$ cat src/sv/bpv_pkg.sv
`timescale 1ns / 1ps
// Package for the binding path validator: parse phases, character codes and
// character-class helpers. It depends on nothing else.
package bpv_pkg;

   localparam int unsigned CH_W = 8;

   localparam logic [CH_W-1:0] CH_LOOP  = 8'h24;
   localparam logic [CH_W-1:0] CH_DOT   = 8'h2E;
   localparam logic [CH_W-1:0] CH_OPEN  = 8'h5B;
   localparam logic [CH_W-1:0] CH_CLOSE = 8'h5D;
   localparam logic [CH_W-1:0] CH_UNDER = 8'h5F;

   // Item kinds on the request channel.
   localparam logic ACT_CHAR = 1'b0;
   localparam logic ACT_END  = 1'b1;

   typedef enum logic [2:0] {
      PH_START     = 3'd0,
      PH_DOLLAR    = 3'd1,
      PH_AFTER_DOT = 3'd2,
      PH_SEGMENT   = 3'd3,
      PH_IDX_OPEN  = 3'd4,
      PH_IDX_DIGIT = 3'd5,
      PH_IDX_IDENT = 3'd6,
      PH_CLOSED    = 3'd7
   } phase_type;

   typedef struct packed {
      logic      legal;
      phase_type phase;
   } step_type;

   function automatic logic is_letter(input logic [CH_W-1:0] c);
      return c inside {[8'h41:8'h5A], [8'h61:8'h7A]};
   endfunction

   function automatic logic is_digit(input logic [CH_W-1:0] c);
      return c inside {[8'h30:8'h39]};
   endfunction

   function automatic logic is_id_first(input logic [CH_W-1:0] c);
      return is_letter(c) || (c == CH_UNDER);
   endfunction

   function automatic logic is_id_rest(input logic [CH_W-1:0] c);
      return is_letter(c) || is_digit(c) || (c == CH_UNDER);
   endfunction

endpackage

$ cat src/sv/bpv_if.sv
`timescale 1ns / 1ps
// Valid/ready channel interfaces for the binding path validator: the request
// channel carries path characters and end marks, the response channel verdicts.
interface bpv_req_if;
   logic       valid;
   logic       ready;
   logic       action;
   logic [7:0] ch;

   modport source (output valid, output action, output ch, input ready);
   modport sink   (input valid, input action, input ch, output ready);
endinterface

interface bpv_rsp_if;
   logic valid;
   logic ready;
   logic path_ok;

   modport source (output valid, output path_ok, input ready);
   modport sink   (input valid, input path_ok, output ready);
endinterface

$ cat src/sv/binding_path_validator_top.sv
`timescale 1ns / 1ps
// Top level of the binding path validator: input register, parse state
// machine and response register. Depends on bpv_pkg and the bpv_if interfaces.
//
//   channel    direction  payload            transfer happens when
//   req_chan   in         action, ch[7:0]    req_chan.valid && req_chan.ready
//   rsp_chan   out        path_ok            rsp_chan.valid && rsp_chan.ready
//
// Each request transfer is captured in an input register and evaluated in the
// following cycle by the parse state machine, so one item is taken per clock
// unless an end item stalls. A character item produces no response; an end
// item's response is loaded into the response register when the end item
// leaves the input register, and is held there until taken.
// The input register stalls only when it holds an end item while the response
// register is still full and not being taken; character items never stall.
// Reset is synchronous and active high; it empties both registers and returns
// the parser to the start of a path.
module binding_path_validator_top (
   input logic     clock,
   input logic     reset,
   bpv_req_if.sink req_chan,
   bpv_rsp_if.source rsp_chan
);
   import bpv_pkg::*;

   // Input register.
   logic            s1_valid_ff, s1_valid_in;
   logic            s1_action_ff;
   logic [CH_W-1:0] s1_ch_ff;

   // Parser state.
   phase_type phase_ff, phase_in;
   logic      failed_ff, failed_in;

   // Response register.
   logic rsp_valid_ff, rsp_valid_in;
   logic path_ok_ff, path_ok_in;

   logic     req_take;
   logic     s1_advance;
   logic     end_done;
   step_type step;

   // The held item may move on unless it is an end item that cannot yet be
   // placed in the response register.
   assign s1_advance = s1_valid_ff &&
                       ((s1_action_ff == ACT_CHAR) || !rsp_valid_ff || rsp_chan.ready);
   assign end_done   = s1_advance && (s1_action_ff == ACT_END);

   assign req_chan.ready = !s1_valid_ff || s1_advance;
   assign req_take       = req_chan.valid && req_chan.ready;

   assign s1_valid_in = req_take || (s1_valid_ff && !s1_advance);

   always_ff @(posedge clock) begin
      if (reset) begin
         s1_valid_ff <= 1'b0;
      end else begin
         s1_valid_ff <= s1_valid_in;
      end
      if (req_take) begin
         s1_action_ff <= req_chan.action;
         s1_ch_ff     <= req_chan.ch;
      end
   end

   // Transition table of the path grammar. A character that the grammar does
   // not allow from the current phase is flagged as illegal.
   always_comb begin
      step.legal = 1'b1;
      step.phase = phase_ff;
      case (phase_ff)
         PH_START: begin
            if (s1_ch_ff == CH_LOOP) begin
               step.phase = PH_DOLLAR;
            end else if (is_id_first(s1_ch_ff)) begin
               step.phase = PH_SEGMENT;
            end else begin
               step.legal = 1'b0;
            end
         end
         PH_DOLLAR, PH_AFTER_DOT: begin
            if (is_id_first(s1_ch_ff)) begin
               step.phase = PH_SEGMENT;
            end else begin
               step.legal = 1'b0;
            end
         end
         PH_SEGMENT: begin
            if (is_id_rest(s1_ch_ff)) begin
               step.phase = PH_SEGMENT;
            end else if (s1_ch_ff == CH_DOT) begin
               step.phase = PH_AFTER_DOT;
            end else if (s1_ch_ff == CH_OPEN) begin
               step.phase = PH_IDX_OPEN;
            end else begin
               step.legal = 1'b0;
            end
         end
         PH_IDX_OPEN: begin
            if (is_digit(s1_ch_ff)) begin
               step.phase = PH_IDX_DIGIT;
            end else if (is_id_first(s1_ch_ff)) begin
               step.phase = PH_IDX_IDENT;
            end else begin
               step.legal = 1'b0;
            end
         end
         PH_IDX_DIGIT: begin
            if (is_digit(s1_ch_ff)) begin
               step.phase = PH_IDX_DIGIT;
            end else if (s1_ch_ff == CH_CLOSE) begin
               step.phase = PH_CLOSED;
            end else begin
               step.legal = 1'b0;
            end
         end
         PH_IDX_IDENT: begin
            if (is_id_rest(s1_ch_ff)) begin
               step.phase = PH_IDX_IDENT;
            end else if (s1_ch_ff == CH_CLOSE) begin
               step.phase = PH_CLOSED;
            end else begin
               step.legal = 1'b0;
            end
         end
         PH_CLOSED: begin
            // After a closing bracket only a dot or another index may follow.
            if (s1_ch_ff == CH_DOT) begin
               step.phase = PH_AFTER_DOT;
            end else if (s1_ch_ff == CH_OPEN) begin
               step.phase = PH_IDX_OPEN;
            end else begin
               step.legal = 1'b0;
            end
         end
         default: begin
            step.legal = 1'b0;
         end
      endcase
   end

   // Next parser state and response. Once a path has failed, later characters
   // are ignored until its end item arrives.
   always_comb begin
      phase_in     = phase_ff;
      failed_in    = failed_ff;
      rsp_valid_in = rsp_valid_ff && !rsp_chan.ready;
      path_ok_in   = path_ok_ff;
      if (end_done) begin
         phase_in     = PH_START;
         failed_in    = 1'b0;
         rsp_valid_in = 1'b1;
         path_ok_in   = !failed_ff &&
                        ((phase_ff == PH_SEGMENT) || (phase_ff == PH_CLOSED));
      end else if (s1_advance && !failed_ff) begin
         if (step.legal) begin
            phase_in = step.phase;
         end else begin
            failed_in = 1'b1;
         end
      end
   end

   always_ff @(posedge clock) begin
      if (reset) begin
         phase_ff     <= PH_START;
         failed_ff    <= 1'b0;
         rsp_valid_ff <= 1'b0;
      end else begin
         phase_ff     <= phase_in;
         failed_ff    <= failed_in;
         rsp_valid_ff <= rsp_valid_in;
      end
      path_ok_ff <= path_ok_in;
   end

   assign rsp_chan.valid   = rsp_valid_ff;
   assign rsp_chan.path_ok = path_ok_ff;

   // An end item always leaves the parser clean for the next path.
   a_end_clears: assert property (@(posedge clock) disable iff (reset)
      end_done |=> (phase_ff == PH_START) && !failed_ff)
      else $error("parser not cleared after end of path");

   // A failed path keeps its phase until the end item.
   a_failed_holds: assert property (@(posedge clock) disable iff (reset)
      failed_ff && !end_done |=> $stable(phase_ff) && failed_ff)
      else $error("phase moved after failure");

   // Backpressure reaches the request side only through a stalled end item.
   a_stall_cause: assert property (@(posedge clock) disable iff (reset)
      !req_chan.ready |-> s1_valid_ff && (s1_action_ff == ACT_END) &&
                          rsp_valid_ff && !rsp_chan.ready)
      else $error("request stalled without a full response register");

endmodule

$ cat src/flat_wrapper.sv
// flat-port wrapper written by rule: the top's interface ports become plain ports
module binding_path_validator_top_flat import bpv_pkg::*;
  (clock, reset, req_chan_valid, req_chan_action, req_chan_ch, req_chan_ready, rsp_chan_valid, rsp_chan_path_ok, rsp_chan_ready);
  bpv_req_if req_chan_i ();
  bpv_rsp_if rsp_chan_i ();
  input logic clock;
  input logic reset;
  input wire logic [$bits(req_chan_i.valid)-1:0] req_chan_valid;
  input wire logic [$bits(req_chan_i.action)-1:0] req_chan_action;
  input wire logic [$bits(req_chan_i.ch)-1:0] req_chan_ch;
  output wire logic [$bits(req_chan_i.ready)-1:0] req_chan_ready;
  output wire logic [$bits(rsp_chan_i.valid)-1:0] rsp_chan_valid;
  output wire logic [$bits(rsp_chan_i.path_ok)-1:0] rsp_chan_path_ok;
  input wire logic [$bits(rsp_chan_i.ready)-1:0] rsp_chan_ready;
  assign req_chan_i.valid = req_chan_valid;
  assign req_chan_i.action = req_chan_action;
  assign req_chan_i.ch = req_chan_ch;
  assign req_chan_ready = req_chan_i.ready;
  assign rsp_chan_valid = rsp_chan_i.valid;
  assign rsp_chan_path_ok = rsp_chan_i.path_ok;
  assign rsp_chan_i.ready = rsp_chan_ready;
  binding_path_validator_top u_core (.clock(clock), .reset(reset), .req_chan(req_chan_i), .rsp_chan(rsp_chan_i));
endmodule
$ cat config.mk
export PLATFORM = sky130hd
export DESIGN_NAME = binding_path_validator_top_flat
export DESIGN_NICKNAME = d
export VERILOG_FILES = /design/src/sv/bpv_pkg.sv /design/src/sv/bpv_if.sv /design/src/sv/binding_path_validator_top.sv /design/src/flat_wrapper.sv
export SDC_FILE = /design/constraint.sdc
export NUM_CORES = 1
export LEC_CHECK = 0
export BUFFER_PORTS_ARGS = -buffer_cell sky130_fd_sc_hd__buf_2
export CAP_MARGIN = 20
export CORE_MARGIN = 2
export CORE_UTILIZATION = 56
export CTS_CLUSTER_SIZE = 20
export DETAILED_ROUTE_END_ITERATION = 12
export GPL_ROUTABILITY_DRIVEN = 0
export GPL_TIMING_DRIVEN = 0
export PLACE_DENSITY = 0.88
export SLEW_MARGIN = 20
export SYNTH_ARGS = -nofsm -noshare
export SYNTH_HDL_FRONTEND = slang
export SYNTH_SLANG_ARGS = --single-unit
$ cat constraint.sdc
create_clock -name clock -period 2.8 [get_ports clock]
set_input_delay 0.28 -clock clock [delete_from_list [all_inputs] [get_ports clock]]
set_output_delay 0.28 -clock clock [all_outputs]
set_load 0.05 [all_outputs]
## Word-level counts from Yosys, hierarchy flattened

Index checks and enable logic that the tools add are counted.

| operators by class | value |
|---|---|
| magnitude comparators | 6 |
| equality and inequality tests | 13 |
| muxes and demuxes | 21 |
| bitwise operators | 2 |
| reductions and logical operators | 29 |

Operators by type and width:

| cell | count |
|---|---|
| 3-bit 2-to-1 mux | 10 |
| 4-bit one-hot mux with 7 select lines | 1 |
| 8-bit by 7-bit equality test with 1-bit output, second input constant | 3 |
| 8-bit by 6-bit equality test with 1-bit output, second input constant | 2 |
| 8-bit by 7-bit greater-or-equal comparator with 1-bit output, second input constant | 2 |
| 8-bit by 7-bit less-or-equal comparator with 1-bit output, second input constant | 2 |
| 3-bit equality test, second input constant | 4 |
| 1-bit logical AND | 10 |
| 1-bit 2-to-1 mux | 10 |
| 8-bit by 6-bit greater-or-equal comparator with 1-bit output, second input constant | 1 |
| 8-bit by 6-bit less-or-equal comparator with 1-bit output, second input constant | 1 |
| 1-bit logical OR | 8 |
| 3-bit by 2-bit equality test with 1-bit output, second input constant | 2 |
| 1-bit logical NOT | 5 |
| 2-bit OR reduction | 2 |
| 3-bit by 1-bit equality test with 1-bit output, second input constant | 1 |
| 3-bit logical NOT | 1 |
| 3-bit by 1-bit inequality test with 1-bit output, second input constant | 1 |
| 3-bit AND reduction | 1 |
| 1-bit NOT | 2 |
| 2-bit AND reduction | 1 |
| 2-bit nonzero test | 1 |

| storage, ports and cells | value |
|---|---|
| register bits after elaboration | 16 |
| input bits | 13 |
| output and inout bits | 3 |
| logic and storage cells | 78 |

## Logic depth before layout (Yosys ltp)

Gate-level depths: netlist of run 1.

| depth | value |
|---|---|
| word-level depth | 9 |
| depth in mapped cells | 7 |
| depth with buffers taken out | 6 |

## Least setup slack after synthesis of run 1

No wires, ideal clock.

| timing | value |
|---|---|
| path type | reg2reg |
| start | register u_core.s1_ch_ff[4] |
| end | register u_core.phase_ff[0] |
| library setup time | 124 ps |
| arrival | 1791 ps |
| data required time | 2676 ps |
| slack | 886 ps |
| cell stages (with the launch flop) | 8 |
| path buffers | 1 |
| clock period less this slack | 1914 ps |
| path through | edfxtp_1 -> buf_6 -> or4_4 -> a21oi_4 -> a311oi_2 -> o2111ai_2 -> o21bai_1 -> nor3b_2 |

| on the way | value |
|---|---|
| longest elaborated chain between the ends | 8 |
| elaborated cells on any way between the ends | 39 |
| classes of those cells | order compare: 6; eq/ne: 6; mux: 19; reduce/logical: 8 |

RTL lines:

| what | line | RTL |
|---|---|---|
| from (decl) | binding_path_validator_top.sv:29 | `logic [CH_W-1:0] s1_ch_ff;` |
| from (signal assigned) | binding_path_validator_top.sv:63 | `s1_ch_ff <= req_chan.ch;` |
| 8-bit by 7-bit greater-or-equal comparator with 1-bit output / 8-bit by 7-bit less-or-equal comparator with 1-bit output (equally long branches) | bpv_pkg.sv:35 | `return c inside {[8'h41:8'h5A], [8'h61:8'h7A]};` |
| 1-bit logical AND | bpv_pkg.sv:35 |  |
| 2-bit nonzero test | bpv_pkg.sv:35 |  |
| 1-bit logical OR, on equally long branches | bpv_pkg.sv:43, bpv_pkg.sv:47 |  |
| 1-bit 2-to-1 mux / 1-bit logical OR (equally long branches) | -- |  |
| 1-bit 2-to-1 mux, on equally long branches | -- |  |
| 4-bit one-hot mux with 7 select lines | binding_path_validator_top.sv:72 | `case (phase_ff)` |
| 3-bit AND reduction (no source line) | -- |  |
| to (signal assigned) | binding_path_validator_top.sv:171 | `phase_ff <= phase_in;` |
| to (decl) | binding_path_validator_top.sv:32 | `phase_type phase_ff, phase_in;` |

Parallel ways exist; a longest one is shown, timed or not.
A chain may end at the register's enable or synchronous reset.

## Worst setup path in the final report of run 1

| timing | value |
|---|---|
| start | register u_core.s1_ch_ff[1] |
| end | register u_core.phase_ff[0] |

The elaborated chain is that of the path after synthesis.

==> impl_results.md, run 1 <==
- Yosys cell types: 44
- Ys Warns: 0
- Highest routed metal layer: met4
- Number of placement rows: 15
- Multi-input gate area: 500 µm²
- Data required time of the worst path: 2980 ps
- Max Clk Rate: 458 MHz
- Adder-cell area share of the yosys netlist: 0%
- Hpwl dp: 1.57 mm
- Number of max-cap violations: 0
- Iteration count of the initial detailed-routing pass: 4
- Period minus WS final: 2180 ps
- RSZ-0062 raised after global routing: false
- Count of endpoints failing hold in the final timing report: 0
- Worst slack after detailed placement: 693 ps
- Type of origin of the critical path: flop
- Number of nets produced by synthesis: 107
- Post-synth top area cell: edfxtp_1
- Highest fanout seen on the critical path: 8
- H-tree depth: 1
- Fin Setup TNS: 0 ps
- Total power: 0.454 mW
- Most frequent cells after synthesis: 10 x edfxtp_1, 6 x dfxtp_1, 6 x nand2_1, 6 x o21ai_0
- Number of nets at the end of the flow: 127
- Iter 0 DRT Violations: 17
- Via density: 6.45
- Post-synth EDFFs: 10
- Clock Sink Count: 16
- Share of cells above drive strength 1: 31.0%
- Status: complete, no violations
- Area taken by flip-flops and latches: 420 µm²
- Reg2reg setup slack: just over 600 ps
- Post-route worst setup slack: 618 ps
- Primary flip-flop cell chosen by synthesis mapping: edfxtp_1
- CTS tree: done
- Cell types occupying the most area after synthesis: edfxtp_1 31%, dfxtp_1 12%, nor3b_2 3.9%
- P per Cell Area: 415 nW/µm²
- Number of buffer cells added on primary ports: 15
- Top cell type's share of synthesized area: 30.9%
- Maximum resistive drop on vdd: 0.000455 V
- Worst Clk Skew: 6.61 ps
- Portion of netlist area occupied by mux cells: 0%
- Antenna violations before repair: 0
- Kind of end point of the critical path: flop
- Synth Area in Simple Gates: 26.7%
- Post-CTS Resized: 0
- Area of the mapped netlist: 971 µm²
- Clock transition at the register clock pins on the worst setup and hold paths after CTS: 90 ps
- Post-synthesis async set-or-reset flop share: 0%
- Die footprint: 2080 µm²
- Worst rel slew slack: between 40 and 50%
- Total length of routed met3 wires: 114 µm
- Remaining DRCs: 0
- Clock insertion delay at the later pin of the skew report: roughly 290 ps
- Core region area: 1670 µm²
- Final number of max-transition violations: 0
- Number of buffers inserted by post-CTS setup repair: 0
- Post-route core utilization: 65.5%
- Residual overflow from global routing: 0
- Critical path arrival: between 2000 and 2500 ps
- Yosys reg bits: 16
- Number of nets with antenna violations after detailed routing: 0
- Portion of the clock cycle consumed by the worst path in the final layout: 77.9%
- Dominant cell by count in the synthesized netlist: edfxtp_1
- Post-detailed-routing wire length: 2.07 mm
- TritonCTS Buffers: 3
- DR WL met2: 1.10 mm
- Combined global-route utilization of all metal layers: 24.2%
- Diode count: 0
- Effective utilization at floorplan: 58.1%
- Fill count: 120
- Y dimension of the die: 45.6 µm
- IO Count: 16
- Synthesis-to-finish area growth: 12.6%
- Average footprint of a synthesized cell: a little over 10 µm²
- Via count: between 800 and 900
- Clock tree root driver cell: clkbuf_4
- Number of global-route vias before repair: 825
- Per-cell routed wire length: 16.0 µm
- Wire length of the first global-routing pass: 3.48 mm
- Horiz. Die Dim: 45.6 µm
- Path type of the worst setup path: reg2reg
- Maximum number of pins on one net before global-route repair: 11
- Sequential share of the synthesized area: 43.3%
- Static power due to leakage: 0.376 nW
- Count of final setup violators: 0
- Post-synthesis instance total: 94
- Number of hold-repair buffers added at the cts stage: 0
- Post-synthesis xor/xnor area fraction: 0.902%
- Dominant combinational cell family by area after synthesis: simple AND/OR/NAND/NOR gates
- Worst-case clock buffer depth: 2
- Slew at the pin closest to its max-slew limit: 885 ps
- Post-route met1 wirelength: 799 µm
- Tightest Hold Check Type: in2reg
- Compound-cell area share of the yosys netlist: 24.0%
==> critical path: stages (launching register included) <==
cell,delay (ps)
edfxtp_1,510
o21ai_0,410
nand3_1,250
a211oi_1,450
a211oi_4,110
a221oi_2,270
nor3b_2,70
==> cell type report <==
type,count,area share (%)
clock buffer,3,2.06
timing repair buffer,15,6.86
clock inverter,1,0.343
multi-input combinational,68,45.8
inverter,5,1.72
buffer,5,2.86
sequential,16,38.4
tap,17,1.95
==> sequential cells by signal, indices dropped and copies added (netlist names) <==
register,cells
u_core.rsp_chan.path_ok,1
u_core.rsp_chan.valid,1
u_core.s1_ch_ff,8
u_core.phase_ff,3
u_core.failed_ff,1
u_core.s1_valid_ff,1
u_core.s1_action_ff,1
==> metal layers <==
layer | up-vias | global-route usage, %
li1 | 405 | -
met5 | - | 0
met4 | 0 | 15.3
met3 | 6 | 5.56
met1 | 382 | 25.3
met2 | 46 | 42.8
==> cells in the final DEF, fill, tap and decap left out, types with 2 or more instances in the layout <==
cell type / n
or2_2: 2
a31oi_1: 2
clkbuf_4: 3
nand3_1: 4
clkbuf_1: 2
nor2_1: 2
o21ai_0: 6
nand2_1: 6
dfxtp_1: 6
inv_1: 5
edfxtp_1: 10
nand4_1: 4
buf_2: 16
o31ai_1: 2
a21oi_1: 5
nor3b_2: 3
nor3_1: 2
nand2b_1: 4
o21bai_1: 2
==> kinds of logic after synthesis <==
family,Yosys count
xor gates and xnor gates,1
AOI/OAI and AO/OA,28
DFF,16
buffers and inverters,10
and+or+nand+nor,39
==> power breakdown <==
group          switching [mW]  total (mW)  leakage, nW  internal [mW]
Combinational          0.0336      0.0602        0.213         0.0265
Sequential             0.0104       0.273        0.148          0.262
Clock                  0.0690       0.121       0.0154         0.0519
==> per-stage QoR <==
step | cell area [µm²] | hold WS, ps | cells
2_1_floorplan | 971 | 349 | 94
3_3_place_gp | 1070 | 456 | 126
3_5_place_dp | 1070 | 458 | 126
4_1_cts | 1090 | 159 | 130
5_1_grt | 1090 | 155 | 130
6_report | 1090 | 156 | 130
==> worst paths after layout <==
| kind | end | startpoint | cells past startpoint |
|---|---|---|---|
| max | u_core.phase_ff[0]$_SDFFE_PP0P_ | u_core.s1_ch_ff[1]$_DFFE_PP_ | 6 |
| min | u_core.rsp_chan.valid$_SDFF_PP0_ | reset | 2 |
| max reg2reg | u_core.phase_ff[0]$_SDFFE_PP0P_ | u_core.s1_ch_ff[1]$_DFFE_PP_ | 6 |
| min reg2reg | u_core.failed_ff$_SDFFE_PP0P_ | u_core.failed_ff$_SDFFE_PP0P_ | 2 |
Note: power is estimated with default switching activity, not from simulation.
==> run 2: changes to the inputs <==
ABC_AREA = 1   (was unset)
CORE_UTILIZATION = 50   (was 56)
PLACE_DENSITY = 0.83   (was 0.88)
clock period = 1.9 ns   (was 2.8 ns; I/O delays follow)
==> impl_results.md, run 2 <==
- DR WL met2: 1.18 mm
- Clock tree root driver cell: clkbuf_4
- Cell count after placement: 203
- Portion of the clock cycle consumed by the worst path in the final layout: between 80% and 90%
- Post-synthesis async set-or-reset flop share: 0%
- Count of endpoints failing hold in the final timing report: 0
- Average footprint of a synthesized cell: between 7 and 8 µm²
- Number of nets with antenna violations after detailed routing: 0
- Hpwl dp: between 1.5 and 2 mm
- Area of the mapped netlist: between 1000 and 1500 µm²
- Area taken by flip-flops and latches: roughly 420 µm²
- Wire length of the first global-routing pass: around 4.0 mm
- Post-CTS Resized: 0
- TritonCTS Buffers: 3
- Highest routed metal layer: met4
- Number of placement rows: 17
- Most frequent cells after synthesis: 43 x nand2_1, 21 x inv_1, 16 x nor2_1
- Portion of netlist area occupied by mux cells: 0%
- Post-synthesis xor/xnor area fraction: 0.760%
- Iteration count of the initial detailed-routing pass: 4
- Adder-cell area share of the yosys netlist: 0%
- Post-synthesis instance total: 160
- Synthesis-to-finish area growth: 11.9%
- Antenna violations before repair: 0
- Dominant combinational cell family by area after synthesis: simple AND/OR/NAND/NOR gates
- Top register by number of flip-flops: u_core.s1_ch_ff
- Maximum resistive drop on vdd: 0.000501 V
- Yosys reg bits: 16
- Highest fanout seen on the critical path: 6
- Post-route met1 wirelength: 965 µm
- Static power due to leakage: 0.678 nW
- Number of nets produced by synthesis: between 150 and 200
- Most common cell after layout, fill and taps aside: nand2_1
- Combined global-route utilization of all metal layers: 19.8%
- Remaining DRCs: 0
- Total length of routed met3 wires: 119 µm
- Post-Layout Cell Count: 207
- Final number of max-transition violations: 0
- Finished Cell Area: 1290 µm²
- H-tree depth: 1
- Path type of the worst setup path: reg2reg
- Die footprint: around 2700 µm²
- Iter 0 DRT Violations: 25
- Residual overflow from global routing: 0
- Core region area: between 2000 and 2500 µm²
- Status: complete, no violations
- Fill count: 196
- Period minus WS final: 1630 ps
- Post-route worst setup slack: 265 ps
- Max Clk Rate: 612 MHz
- Number of hold-repair buffers added at the cts stage: 0
- Maximum number of pins on one net before global-route repair: 10
- Dominant cell by count in the synthesized netlist: nand2_1
- Sequential share of the synthesized area: 36.5%
- Clock Sink Count: 16
- Via density: 5.00
- Flip-flop count of the largest register after layout: 8
- Effective utilization at floorplan: 52.6%
- Type of origin of the critical path: flop
- Multi-input gate area: 611 µm²
- Compound-cell area share of the yosys netlist: under 10%
- Horiz. Die Dim: 52.0 µm
- Share of cells above drive strength 1: 31.3%
- Post-synth top area cell: edfxtp_1
- Instance area at placement: 1260 µm²
- Data required time of the worst path: between 2000 and 2500 ps
- Post-detailed-routing wire length: 2.30 mm
- Worst-case clock buffer depth: 2
- Top cell type's share of synthesized area: 26.1%
- Number of buffers inserted by post-CTS setup repair: 0
- Y dimension of the die: 52.0 µm
- Kind of end point of the critical path: flop
- Synth Area in Simple Gates: between 40% and 50%
- Diode count: 0
- Critical path arrival: 1810 ps
- Count of final setup violators: 0
- Fin Setup TNS: 0 ps
- Slew at the pin closest to its max-slew limit: 434 ps
- Worst rel slew slack: a little over two thirds
- Yosys cell types: 26
- Cell types occupying the most area after synthesis: edfxtp_1 26%, nand2_1 14%, dfxtp_1 10%
- Via count: 1034
- P per Cell Area: 537 nW/µm²
- Commonest non-fill, non-tap cells in the layout: 43 x nand2_1, 21 x inv_1, 16 x nor2_1
- Number of nets at the end of the flow: 193
- Primary flip-flop cell chosen by synthesis mapping: edfxtp_1
- Biggest regs: u_core.s1_ch_ff x8, u_core.phase_ff x3
- Per-cell routed wire length: 11.1 µm
- Post-synth EDFFs: 10
- Tightest Hold Check Type: in2reg
- Number of global-route vias before repair: 998
- Worst Clk Skew: 1.43 ps
- Ys Warns: 0
- CTS tree: done
- Worst slack after detailed placement: 295 ps
- RSZ-0062 raised after global routing: false
- Clock insertion delay at the later pin of the skew report: 270 ps
- Clock transition at the register clock pins on the worst setup and hold paths after CTS: 90 ps
- IO Count: 16
- Number of max-cap violations: 0
- Number of buffer cells added on primary ports: 15
## run 2: cell count changes in the layout (fill, tap and decap cells not counted), sizes merged, moves of 3 or more
cell,delta
nand2,+53
nor3b,-3
nand3,+7
a21oi,-4
nor2,+23
inv,+23
nand2b,-4
## run 2: critical path: stages, from the launching register on
cell and delay, ps:
edfxtp_1 480, nand2_2 140, nand2_2 70, nor2_4 120
nand2_4 90, nor3b_1 150, nor3_1 160, nand3_1 130
nor2_1 130, nor2_1 60
## run 2: kinds of logic (layout without fill, tap and decap cells)
group | count (synthesis) | in the layout
simple gates | 102 | 102
buf+inv | 31 | 50
flops | 16 | 16
compound gates | 10 | 10
xor+xnor | 1 | 1
## run 2: stage by stage
stage | utilization [%] | hold WS (ps) | total power [mW]
after detailed placement | 57.7 | 365 | 0.526
final | 58.9 | 74.0 | 0.692
after CTS | 58.9 | 60.7 | 0.698
after global placement | 57.7 | 361 | 0.519
after global routing | 58.9 | 68.4 | 0.730
after floorplan | - | 259 | 0.495
## run 2: power by group
part           total [mW]  internal, mW  switching [mW]  leakage [nW]
registers           0.401         0.387          0.0148         0.147
clock network       0.173        0.0761          0.0965        0.0154
logic               0.118        0.0417          0.0765         0.515
## run 2: final timing paths
| path | startpoint | to | slack (ps) | cells after the start |
|---|---|---|---|---|
| hold / removal | reset | u_core.s1_valid_ff$_SDFF_PP0_ | 70 | 2 |
| setup / recovery | u_core.s1_ch_ff[3]$_DFFE_PP_ | u_core.phase_ff[1]$_SDFFE_PP0P_ | 270 | 9 |
| setup reg to reg | u_core.s1_ch_ff[3]$_DFFE_PP_ | u_core.phase_ff[1]$_SDFFE_PP0P_ | 270 | 9 |
| hold reg to reg | u_core.failed_ff$_SDFFE_PP0P_ | u_core.failed_ff$_SDFFE_PP0P_ | 480 | 2 |
## run 2: cell type report
cell class,instances,share of cell area [%]
Timing Repair Buffer,15,5.82
Sequential cell,16,32.7
Clock inverter,1,0.291
Tap cell,28,2.72
Buffer,1,0.582
Multi-Input combinational cell,113,47.3
Clock buffer,3,1.75
Inverter,30,8.83
## run 2: metal layers
layer,vias to the layer above,track usage [%]
li1,539,-
met1,455,26.3
met2,34,32.5
met3,6,0.862
met4,0,10.5
met5,-,0
